===== config.mk =====
export PLATFORM = sky130hd
export DESIGN_NAME = chr_front
export DESIGN_NICKNAME = d
export VERILOG_FILES = /design/src/rtl/chr_pkg.sv /design/src/rtl/chr_front.sv
export SDC_FILE = /design/constraint.sdc
export NUM_CORES = 1
export LEC_CHECK = 0
export ABC_AREA = 1
export BUFFER_PORTS_ARGS = -buffer_cell sky130_fd_sc_hd__buf_2
export CAP_MARGIN = 0
export CORE_MARGIN = 2
export CORE_UTILIZATION = 35
export DETAILED_ROUTE_END_ITERATION = 8
export RECOVER_POWER = 100
export SYNTH_ARGS = -nofsm -noshare
export SYNTH_HDL_FRONTEND = slang
export SYNTH_SLANG_ARGS = --single-unit

===== constraint.sdc =====
create_clock -name clk -period 5.4 [get_ports clk]
set_clock_uncertainty 0.15 [all_clocks]
set_input_delay 0.54 -clock clk [delete_from_list [all_inputs] [get_ports clk]]
set_output_delay 0.54 -clock clk [all_outputs]
set_load 0.01 [all_outputs]

===== src/rtl/chr_pkg.sv =====
// ----------------------------------------------------------------------------
// chr_pkg: shared types and codes for the consistent hash ring
// Operation and status codes plus the front-to-back command record.
// ----------------------------------------------------------------------------
package chr_pkg;

	typedef enum logic [1:0] {
		OP_ROUTE  = 2'd0,
		OP_INSERT = 2'd1,
		OP_REMOVE = 2'd2,
		OP_CLEAR  = 2'd3
	} op_t;

	typedef enum logic [1:0] {
		ST_OK    = 2'd0,
		ST_EMPTY = 2'd1,
		ST_FULL  = 2'd2,
		ST_RSVD  = 2'd3
	} status_t;

	localparam int HASH_W = 64;
	localparam int IN_NODE_W = 8;
	localparam int OUT_NODE_W = 8;
	localparam int COUNT_W = 7;

	typedef struct packed {
		op_t                  op;
		logic [HASH_W-1:0]    key;
		logic [IN_NODE_W-1:0] node;
	} cmd_t;

endpackage


===== src/rtl/chr_front.sv =====
// ----------------------------------------------------------------------------
// chr_front: input stage and command queue
// Accepts items, converts the hash to an unsigned order key, queues them.
// ----------------------------------------------------------------------------
module chr_front #(
	parameter int DEPTH = 2
) (
	input  logic              clk,
	input  logic              arst_n,
	input  logic              in_valid,
	output logic              in_stall,
	input  chr_pkg::cmd_t     in_cmd,
	output logic              q_valid,
	input  logic              q_pop,
	output chr_pkg::cmd_t     q_cmd
);
	localparam int AW = (DEPTH > 1) ? $clog2(DEPTH) : 1;

	chr_pkg::cmd_t     mem_q [DEPTH];
	logic [AW-1:0]     wr_q, rd_q;
	logic [AW:0]       cnt_q;
	logic              push;
	chr_pkg::cmd_t     cls;

	assign in_stall = (cnt_q == (AW+1)'(DEPTH));
	assign push = in_valid && !in_stall;
	assign q_valid = (cnt_q != '0);
	assign q_cmd = mem_q[rd_q];

	// flip the sign bit so unsigned compare gives signed order
	always_comb begin
		cls = in_cmd;
		cls.key[chr_pkg::HASH_W-1] = ~in_cmd.key[chr_pkg::HASH_W-1];
	end

	always_ff @(posedge clk) begin
		if (push) mem_q[wr_q] <= cls;
	end

	always_ff @(posedge clk or negedge arst_n) begin
		if (!arst_n) begin
			wr_q <= '0;
			rd_q <= '0;
			cnt_q <= '0;
		end else begin
			if (push) wr_q <= (wr_q == AW'(DEPTH-1)) ? '0 : wr_q + 1'b1;
			if (q_pop) rd_q <= (rd_q == AW'(DEPTH-1)) ? '0 : rd_q + 1'b1;
			cnt_q <= cnt_q + (AW+1)'(push) - (AW+1)'(q_pop);
		end
	end
endmodule


==> impl_metrics.env, run 1 <==
export IMPL_status="finished with violations"
export IMPL_failed_checks="max-capacitance violations, max-slew violations"
export IMPL_dieArea_mm2=0.0173
export IMPL_busiest_layer="met2"
export IMPL_p_leak_uw=0.00277
export IMPL_rows=46
export IMPL_hold_viol_final=0
export IMPL_cp_end_kind="flop"
export IMPL_synth_edf_count=148
export IMPL_grt_util_met3=0.0540
export IMPL_antenna_found_initial=1
export IMPL_crit_required_ps=5170
export IMPL_dpl_cell_area_mm2=0.00666
export IMPL_synth_fa_ha_area_frac=0.00440
export IMPL_seq_area_frac_synth=0.799
export IMPL_ctsHtreeMaxLevel=4
export IMPL_avgSynthCellArea_um2=13.7
export IMPL_yosys_top_cells_count="edfxtp_1 (148), nand2_1 (84), inv_1 (83)"
export IMPL_drt_pass1_iterations=4
export IMPL_area_growth_pct=25.7
export IMPL_path_buf_inv=3
export IMPL_synthCells=415
export IMPL_setup_viol=0
export IMPL_holdWs_ps=164
export IMPL_fin_area_mm2=0.00715
export IMPL_clk_pin_slew_worst_paths_ps=60
export IMPL_grt_start_max_net_pins=105
export IMPL_p_total_uw=3970
export IMPL_yosys_area_share_xor_xnor=0.00154
export IMPL_wl_per_cell_um=13.5
export IMPL_period_needed_ps=3660
export IMPL_min_path_cells=1
export IMPL_rr_startpoint="cnt_q[0]"
export IMPL_synth_seq_cells=152
export IMPL_antenna_left=0
export IMPL_synth_mux_area_frac=0
export IMPL_clock_sinks=152
export IMPL_drt_iter0_markers=208
export IMPL_io_pins=154
export IMPL_yosysMostFrequentCell="edfxtp_1"
export IMPL_cp_max_fo=40
export IMPL_fin_setup_tns_ps=0
export IMPL_hold_path_end="mem_q[1][63]"
export IMPL_gr_usage_met1=0.157
export IMPL_yosys_warnings=0
export IMPL_use_met2=0.213
export IMPL_num_antenna_cells=0
export IMPL_start_kind="flop"
export IMPL_drt_total_wl_um=10900
export IMPL_regToRegSetupSlack_ps=1740
export IMPL_vias=3440
export IMPL_fmax_ghz=0.273
export IMPL_min_period_over_period=0.678
export IMPL_postLayoutSetupSlackWorst_ps=1740
export IMPL_overflow=0
export IMPL_reg2reg_depth=5
export IMPL_clockBufferDepth=2
export IMPL_crit_slowest_cell="clkinvlp_2"
export IMPL_hold_class="in -> reg"
export IMPL_hpwl_um=7000
export IMPL_hp_start="in_cmd[63]"
export IMPL_final_max_slew_violation_count=62
export IMPL_critical_path_top_delay_family="buffers and inverters"
export IMPL_maxSlewHeadroom=-0.402
export IMPL_core_mm2=0.0159
export IMPL_vdd_drop_max_mv=0.242
export IMPL_io_buffer_count=153
export IMPL_gp_congestion=0.723
export IMPL_pre_cts_slack_ps=2690
export IMPL_grt_pass1_wl_um=17600
export IMPL_crit_chain="inv_1 -> nand2_1 -> nand3_1 -> clkinvlp_2 -> clkbuf_2"
export IMPL_async_flop_share=0.0263
export IMPL_netlist_area_mm2=0.00569
export IMPL_grtUsageTotal=0.132
export IMPL_drive_gt1_frac=0.112
export IMPL_cap_violations=2
export IMPL_initial_core_util=0.358
export IMPL_cts_tree="built"
export IMPL_synth_top_area_frac=0.781
export IMPL_worst_slew_pin_slew_ps=2090
export IMPL_slowest_delay_ps=1280
export IMPL_synthSimpleGateAreaFrac=0.0578
export IMPL_rsz0062_at_grt="false"
export IMPL_worst_setup_path_type="reg -> reg"
export IMPL_synth_distinct_cells=12
export IMPL_yosys_area_top_type="edfxtp_1"
export IMPL_r2r_end="mem_q[0][46]"
export IMPL_synth_top_family_by_area="buffers and inverters"
export IMPL_syn_nets=495
export IMPL_die_y_um=132
export IMPL_clock_latency_ps=410
export IMPL_via_per_inst=4.28
export IMPL_synth_compound_area_frac=0.0651
export IMPL_crit_arrival_ps=3430
export IMPL_die_w_um=132
export IMPL_nets=655
export IMPL_yosys_top_cells_area="edfxtp_1 (78%), o21ai_0 (6.5%), nand2_1 (5.5%)"
export IMPL_grt_pass1_vias=3533
export IMPL_cts_root_buffer="clkbuf_16"
export IMPL_cts_buffers=17
export IMPL_pwr_density_cell_mw_per_mm2=555
export IMPL_drc=0
export IMPL_synth_flop_cell="edfxtp_1"
## area by class of cell
class                           count  area, um2
Inverter                           83        313
Sequential cell                   152       4540
Clock buffer                       20        447
Timing Repair Buffer              157        644
Fill cell                        1555       8730
Multi-Input combinational cell    164        733
Clock inverter                     12        200
Tap cell                          216        270
## state kept, by name, summed over array words and instances (netlist names)
signal / flops
rd_q: 1
mem_q: 148
cnt_q: 2
wr_q: 1
## power breakdown
group	leakage (uW)	internal, uW	switching (uW)
Sequential	0.00142	1620	99.2
Clock	0.000306	832	449
Combinational	0.00104	270	703
## cells by family after synthesis
group                      after synthesis
DFF                                    152
adders and majority gates                2
and+or+nand+nor                         87
AOI/OAI and AO/OA                       74
xor gates and xnor gates                 1
buffers and inverters                   99
## cells in the final DEF (no fill, tap or decap)
cell type	netlist	routed
buf_2	3	32
buf_4	10	2
bufinv_16	0	5
clkbuf_1	3	123
clkbuf_16	0	17
clkbuf_2	0	1
clkbuf_8	0	1
clkinv_2	0	2
clkinv_4	0	2
clkinvlp_2	0	1
clkinvlp_4	0	3
dfrtp_1	4	4
dlygate4sd3_1	0	1
edfxtp_1	148	148
ha_1	2	2
inv_1	83	82
nand2_1	84	84
nand3_1	2	2
nor2_1	1	1
o21ai_0	74	74
xor2_1	1	1
## per-layer routing
| metal | vias up | wire length (um) |
|---|---|---|
| met2 | 123 | 5180 |
| met4 | 2 | 163 |
| li1 | 1713 | - |
| met1 | 1585 | 4680 |
| met3 | 17 | 831 |
| met5 | - | 13 |
## how the worst max path moves through the flow
| stage | from | endpoint | slack (ps) | depth (start not counted) |
|---|---|---|---|---|
| final | cnt_q[0] | mem_q[0][46] | 1740 | 5 |
| after detailed placement | rd_q | q_cmd[0] | 2690 | 3 |
| after global routing | cnt_q[0] | mem_q[0][59] | 1340 | 5 |
| after global placement | rd_q | q_cmd[0] | 2700 | 3 |
| after floorplan | in_valid | mem_q[1][0] | 1030 | 2 |
| after CTS | rd_q | q_cmd[0] | 2240 | 3 |
## stage by stage
| stage | utilization | instances |
|---|---|---|
| detailed placement | 0.419 | 771 |
| CTS | 0.461 | 804 |
| finish | 0.450 | 804 |
| floorplan | - | 415 |
| global route | 0.450 | 804 |
| global placement | 0.419 | 771 |
## what timing repair did
item,in CTS,in global routing
buffers inserted,0,0
resized for setup,0,0
hold buffers,1,0
endpoints found under the hold margin,4,0
No activity file was read; power rests on OpenSTA's default activity.
==> run 2, diff against run 1 <==
--- a/config.mk
+++ b/config.mk
@@ -5,7 +5,7 @@
 export SDC_FILE = /design/constraint.sdc
 export NUM_CORES = 1
 export LEC_CHECK = 0
-export ABC_AREA = 1
+export ABC_AREA = 0
 export BUFFER_PORTS_ARGS = -buffer_cell sky130_fd_sc_hd__buf_2
 export CAP_MARGIN = 0
 export CORE_MARGIN = 2
==> constraint.sdc (replaced) <==
create_clock -name clk -period 3.2 [get_ports clk]
set_clock_uncertainty 0.15 [all_clocks]
set_input_delay 0.32 -clock clk [delete_from_list [all_inputs] [get_ports clk]]
set_output_delay 0.32 -clock clk [all_outputs]
set_load 0.01 [all_outputs]
==> run 2 against run 1 <==
  * Largest power group unchanged
  * The run now ends clean
  * Total power up 68%
  * Clock power up 61%
  * Critical path depth down 2
==> impl_metrics.env, run 2 <==
export IMPL_avgSynthCellArea_um2=23.1
export IMPL_netlist_area_mm2=0.00574
export IMPL_fmax_ghz=0.390
export IMPL_worst_path_stages=3
export IMPL_cts_setup_buffers=0
export IMPL_cts_tree="built"
export IMPL_drt_pass1_iterations=4
export IMPL_initial_core_util=0.360
export IMPL_critical_path_top_delay_family="buffers and inverters"
export IMPL_dieArea_mm2=0.0174
export IMPL_yosys_area_top_type="edfxtp_1"
export IMPL_yosysMostFrequentCell="edfxtp_1"
export IMPL_p_leak_uw=0.00278
export IMPL_endpoint="mem_q[1][58]"
export IMPL_die_y_um=132
export IMPL_die_w_um=132
export IMPL_synth_flop_cell="edfxtp_1"
export IMPL_regToRegSetupSlack_ps=640
export IMPL_largest_reg_flops=148
export IMPL_final_max_slew_violation_count=0
export IMPL_rsz0062_at_grt="false"
export IMPL_reg2reg_depth=3
export IMPL_drc=0
export IMPL_synth_distinct_cells=15
export IMPL_start_kind="flop"
export IMPL_p_clk_frac=0.308
export IMPL_nets=571
export IMPL_cts_buffers=17
export IMPL_cts_root_buffer="clkbuf_16"
export IMPL_internal_power_uw=4790
export IMPL_cp_max_fo=39
export IMPL_maxSlewHeadroom=0.278
export IMPL_setup_viol=0
export IMPL_status="completed"
export IMPL_syn_nets=328
export IMPL_switching_power_uw=1890
export IMPL_grt_pass1_wl_um=16900
export IMPL_synth_seq_cells=152
export IMPL_synth_edf_count=148
export IMPL_yosys_warnings=0
export IMPL_via_per_inst=4.29
export IMPL_hpwl_um=6480
export IMPL_hold_buffers=75
export IMPL_vias=3090
export IMPL_slowest_delay_ps=920
export IMPL_area_growth_pct=36.3
export IMPL_drive_gt1_frac=0.264
export IMPL_rr_startpoint="cnt_q[1]"
export IMPL_yosys_top_cells_area="edfxtp_1 (77%), mux2_4 (13%), mux2_2 (4.7%)"
export IMPL_hold_class="in -> reg"
export IMPL_synthCells=248
export IMPL_r2r_end="mem_q[1][58]"
export IMPL_io_buffer_count=153
export IMPL_cap_violations=0
export IMPL_crit_arrival_ps=2430
export IMPL_period_needed_ps=2560
export IMPL_most_common_layout_cells="edfxtp_1 (148), clkbuf_1 (80), dlygate4sd3_1 (75), buf_2 (74), mux2_1 (51)"
export IMPL_clk_pin_slew_worst_paths_ps=60
export IMPL_async_flop_share=0.0263
export IMPL_crit_start="cnt_q[1]"
export IMPL_top_register="mem_q"
export IMPL_cts_repair_resized=0
export IMPL_drt_iter0_markers=136
export IMPL_hold_viol_final=0
export IMPL_yosys_top_cells_count="edfxtp_1 (148), mux2_4 (50), mux2_2 (24)"
export IMPL_gp_congestion=0.693
export IMPL_grt_start_max_net_pins=76
export IMPL_synth_top_area_frac=0.774
export IMPL_grtUsageTotal=0.126
export IMPL_min_period_over_period=0.801
export IMPL_vdd_drop_max_mv=0.514
export IMPL_path_buf_inv=1
export IMPL_drt_total_wl_um=10900
export IMPL_seq_power_share=0.425
export IMPL_antenna_found_initial=0
export IMPL_worst_slew_pin_slew_ps=1080
export IMPL_antenna_left=0
export IMPL_crit_required_ps=3070
export IMPL_dpl_cell_area_mm2=0.00677
export IMPL_fin_setup_tns_ps=0
export IMPL_core_mm2=0.0159
export IMPL_top_regs="mem_q (148), cnt_q (2)"
export IMPL_rows=46
export IMPL_pwr_density_cell_mw_per_mm2=854
export IMPL_clock_latency_ps=400
export IMPL_wl_per_cell_um=15.2
export IMPL_seq_area_frac_synth=0.792
export IMPL_overflow=0
export IMPL_power_frac_comb=0.267
export IMPL_crit_slowest_cell="clkbuf_2"
export IMPL_io_pins=154
export IMPL_layout_commonest_cell="edfxtp_1"
export IMPL_fin_area_mm2=0.00783
export IMPL_worst_setup_path_type="reg -> reg"
export IMPL_cp_end_kind="flop"
export IMPL_clockBufferDepth=2
export IMPL_crit_chain="nand2b_1 -> and3_4 -> clkbuf_2"
export IMPL_ctsHtreeMaxLevel=4
export IMPL_switching_share=0.283
export IMPL_clock_sinks=152
export IMPL_grt_pass1_vias=3361
export IMPL_num_antenna_cells=0
==> run 2: power groups by stage <==
stage,clock (uW),sequential (uW),combinational (uW)
2_1_floorplan,0,2870,1450
3_3_place_gp,0,2860,2100
3_5_place_dp,0,2890,2130
4_1_cts,2100,2850,2210
5_1_grt,2180,2880,1950
6_report,2060,2840,1780
==> run 2: kinds of logic (layout without fill, tap and decap cells) <==
group	Yosys count	in the layout	share of synthesized area
buffers and inverters	11	267	0.0155
adder cells (fa/ha/maj)	2	2	0.00436
flip-flops	152	152	0.792
AND/OR/NAND/NOR	5	5	0.00458
multiplexers	74	74	0.178
XOR/XNOR	4	4	0.00610
==> run 2: metal layers <==
metal,share of wire,up-vias,track usage
met5,0,-,0
met4,0.011,0,0.0483
met3,0.052,9,0.0392
met2,0.50,108,0.216
met1,0.44,1510,0.147
li1,-,1463,-
==> run 2: how the worst min path moves through the flow <==
| stage | to | startpoint | depth (start not counted) | slack [ps] |
|---|---|---|---|---|
| after floorplan | cnt_q[0] | arst_n | 0 | -130 |
| after global placement | cnt_q[1] | arst_n | 1 | -20 |
| after detailed placement | cnt_q[1] | arst_n | 1 | -20 |
| after CTS | mem_q[0][71] | in_cmd[71] | 2 | 20 |
| after global routing | mem_q[0][71] | in_cmd[71] | 2 | 30 |
| final | mem_q[0][71] | in_cmd[71] | 2 | 40 |
==> run 2: layout make-up <==
cell class	count	area (um2)
Sequential cell	152	4550
Multi-Input combinational cell	85	932
Fill cell	1433	8120
Clock inverter	13	178
Timing Repair Buffer	232	1450
Inverter	3	11.3
Tap cell	216	270
Clock buffer	19	433
==> run 2: through the flow <==
stage / util / setup WS, ps / cells / hold WS, ps / power, uW
finish: 0.491 / 637 / 720 / 36.2 / 6680
detailed placement: 0.425 / 1250 / 613 / -15.8 / 5010
global placement: 0.425 / 1310 / 613 / -18.0 / 4960
global route: 0.491 / 431 / 720 / 25.1 / 7020
floorplan: - / 106 / 248 / -126 / 4320
CTS: 0.510 / 858 / 720 / 16.6 / 7150
==> run 3, diff against run 2 <==
==> constraint.sdc (replaced) <==
create_clock -name clk -period 2.4 [get_ports clk]
set_clock_uncertainty 0.15 [all_clocks]
set_input_delay 0.24 -clock clk [delete_from_list [all_inputs] [get_ports clk]]
set_output_delay 0.24 -clock clk [all_outputs]
set_load 0.01 [all_outputs]
==> run 3 against run 2 <==
  * Total power grew 35%
  * Global-route usage is 0.23 points higher
  * Critical path depth unchanged
  * Sequential cell count did not move
  * Critical path type is now reg -> out
  * Largest cell class unchanged
==> impl_metrics.env, run 3 (synthesis gave the netlist of run 2 again) <==
export IMPL_nets=576
export IMPL_cts_tree="built"
export IMPL_drc=0
export IMPL_clockBufferDepth=2
export IMPL_rr_startpoint="cnt_q[1]"
export IMPL_area_growth_pct=37.9
export IMPL_top_register="mem_q"
export IMPL_reg2reg_depth=3
export IMPL_fmax_ghz=0.460
export IMPL_slowest_delay_ps=610
export IMPL_grt_start_max_net_pins=55
export IMPL_wl_per_cell_um=15.0
export IMPL_rows=46
export IMPL_gp_congestion=0.678
export IMPL_core_mm2=0.0159
export IMPL_endpoint="q_cmd[10]"
export IMPL_die_y_um=132
export IMPL_clock_sinks=152
export IMPL_largest_reg_flops=148
export IMPL_overflow=0
export IMPL_worst_slew_pin_slew_ps=1140
export IMPL_pwr_density_cell_mw_per_mm2=1140
export IMPL_period_needed_ps=2170
export IMPL_maxSlewHeadroom=0.243
export IMPL_clk_pin_slew_worst_paths_ps=60
export IMPL_cap_violations=0
export IMPL_p_clk_frac=0.302
export IMPL_internal_power_uw=6480
export IMPL_status="completed"
export IMPL_crit_arrival_ps=1780
export IMPL_r2r_end="mem_q[1][4]"
export IMPL_layout_commonest_cell="edfxtp_1"
export IMPL_worst_setup_path_type="reg -> out"
export IMPL_hpwl_um=6680
export IMPL_cp_end_kind="primary output"
export IMPL_switching_share=0.280
export IMPL_fillCellCount=1407
export IMPL_antenna_found_initial=0
export IMPL_antenna_left=0
export IMPL_hold_class="in -> reg"
export IMPL_top_regs="mem_q (148), cnt_q (2)"
export IMPL_io_pins=154
export IMPL_drive_gt1_frac=0.279
export IMPL_rsz0062_at_grt="false"
export IMPL_io_buffer_count=153
export IMPL_cp_max_fo=24
export IMPL_clock_latency_ps=420
export IMPL_crit_chain="buf_12 -> mux2_1 -> buf_2"
export IMPL_drt_pass1_iterations=4
export IMPL_drt_iter0_markers=104
export IMPL_power_frac_comb=0.272
export IMPL_grtUsageTotal=0.128
export IMPL_p_leak_uw=0.00285
export IMPL_crit_start="rd_q"
export IMPL_hold_viol_final=0
export IMPL_final_max_slew_violation_count=0
export IMPL_switching_power_uw=2530
export IMPL_cts_root_buffer="clkbuf_16"
export IMPL_fin_area_mm2=0.00791
export IMPL_seq_power_share=0.427
export IMPL_num_antenna_cells=0
export IMPL_fin_setup_tns_ps=0
export IMPL_ctsHtreeMaxLevel=4
export IMPL_initial_core_util=0.360
export IMPL_dpl_cell_area_mm2=0.00683
export IMPL_most_common_layout_cells="edfxtp_1 (148), clkbuf_1 (84), dlygate4sd3_1 (77), buf_2 (67), mux2_1 (41)"
export IMPL_grt_pass1_vias=3418
export IMPL_drt_total_wl_um=10900
export IMPL_via_per_inst=4.29
export IMPL_crit_slowest_cell="dfrtp_4"
export IMPL_vdd_drop_max_mv=0.569
export IMPL_cts_setup_buffers=0
export IMPL_regToRegSetupSlack_ps=280
export IMPL_start_kind="flop"
export IMPL_dieArea_mm2=0.0174
export IMPL_grt_pass1_wl_um=17100
export IMPL_die_w_um=132
export IMPL_vias=3109
export IMPL_holdWs_ps=11.9
export IMPL_setup_viol=0
export IMPL_cts_buffers=17
export IMPL_min_period_over_period=0.905
export IMPL_crit_required_ps=2010
[run 3: changes by cell type in the layout (fill, tap and decap cells not counted), moves of 2 or more]
cell / change
clkbuf_2: +2
buf_12: +2
buf_2: -7
clkbuf_8: +3
clkbuf_1: +4
clkinv_1: -2
clkinv_4: +2
mux2_1: -10
mux2_4: +9
dlygate4sd3_1: +2
[run 3: final cells by class]
type / count / area (um2) / area share
timing repair buffer: 237 / 1510 / 0.191
sequential: 152 / 4550 / 0.575
clock buffer: 21 / 470 / 0.0594
tap: 216 / 270 / 0.0342
inverter: 3 / 11.3 / 0.00142
clock inverter: 11 / 146 / 0.0185
multi-input combinational: 85 / 953 / 0.120
[run 3: worst min-delay path by stage]
| stage | slack (ps) | cells after the start | start | to |
|---|---|---|---|---|
| after global routing | 20 | 3 | in_valid | wr_q |
| after detailed placement | -100 | 1 | arst_n | cnt_q[1] |
| after CTS | 40 | 3 | in_valid | wr_q |
| after floorplan | -210 | 0 | arst_n | cnt_q[0] |
| after global placement | -100 | 1 | arst_n | cnt_q[0] |
| final | 10 | 3 | in_valid | wr_q |
[run 3: power groups by stage]
stage / Sequential, uW / Combinational (uW) / Clock (uW)
6_report: 3850 / 2450 / 2720
5_1_grt: 3920 / 2670 / 2910
4_1_cts: 3870 / 2970 / 2800
3_5_place_dp: 3920 / 2860 / 0
3_3_place_gp: 3890 / 2840 / 0
2_1_floorplan: 3800 / 1940 / 0
[run 3: repair_timing]
action                                 CTS  global route
gates resized for setup                  0             0
hold buffers                            77             0
endpoints found under the hold margin  153             0
[run 3: per-stage QoR]
stage	worst slack (ps)	total power, uW	std cells	util
2_1_floorplan	119	5750	248	-
4_1_cts	177	9630	725	0.515
3_3_place_gp	635	6730	616	0.428
3_5_place_dp	605	6780	616	0.428
5_1_grt	107	9490	725	0.496
6_report	227	9010	725	0.496
[run 3: worst max-delay path, delay by kind of cell (launching register included)]
family	cells	cell delay (ps)
DFF	1	610
buffers and inverters	2	380
muxes	1	370
[run 3: routing by layer]
| metal | global-route usage | routed length (um) | up-vias |
|---|---|---|---|
| met5 | 0 | 0 | - |
| met4 | 0.0435 | 121 | 0 |
| met3 | 0.0519 | 742 | 12 |
| met2 | 0.224 | 5620 | 113 |
| met1 | 0.141 | 4380 | 1500 |
| li1 | - | - | 1484 |
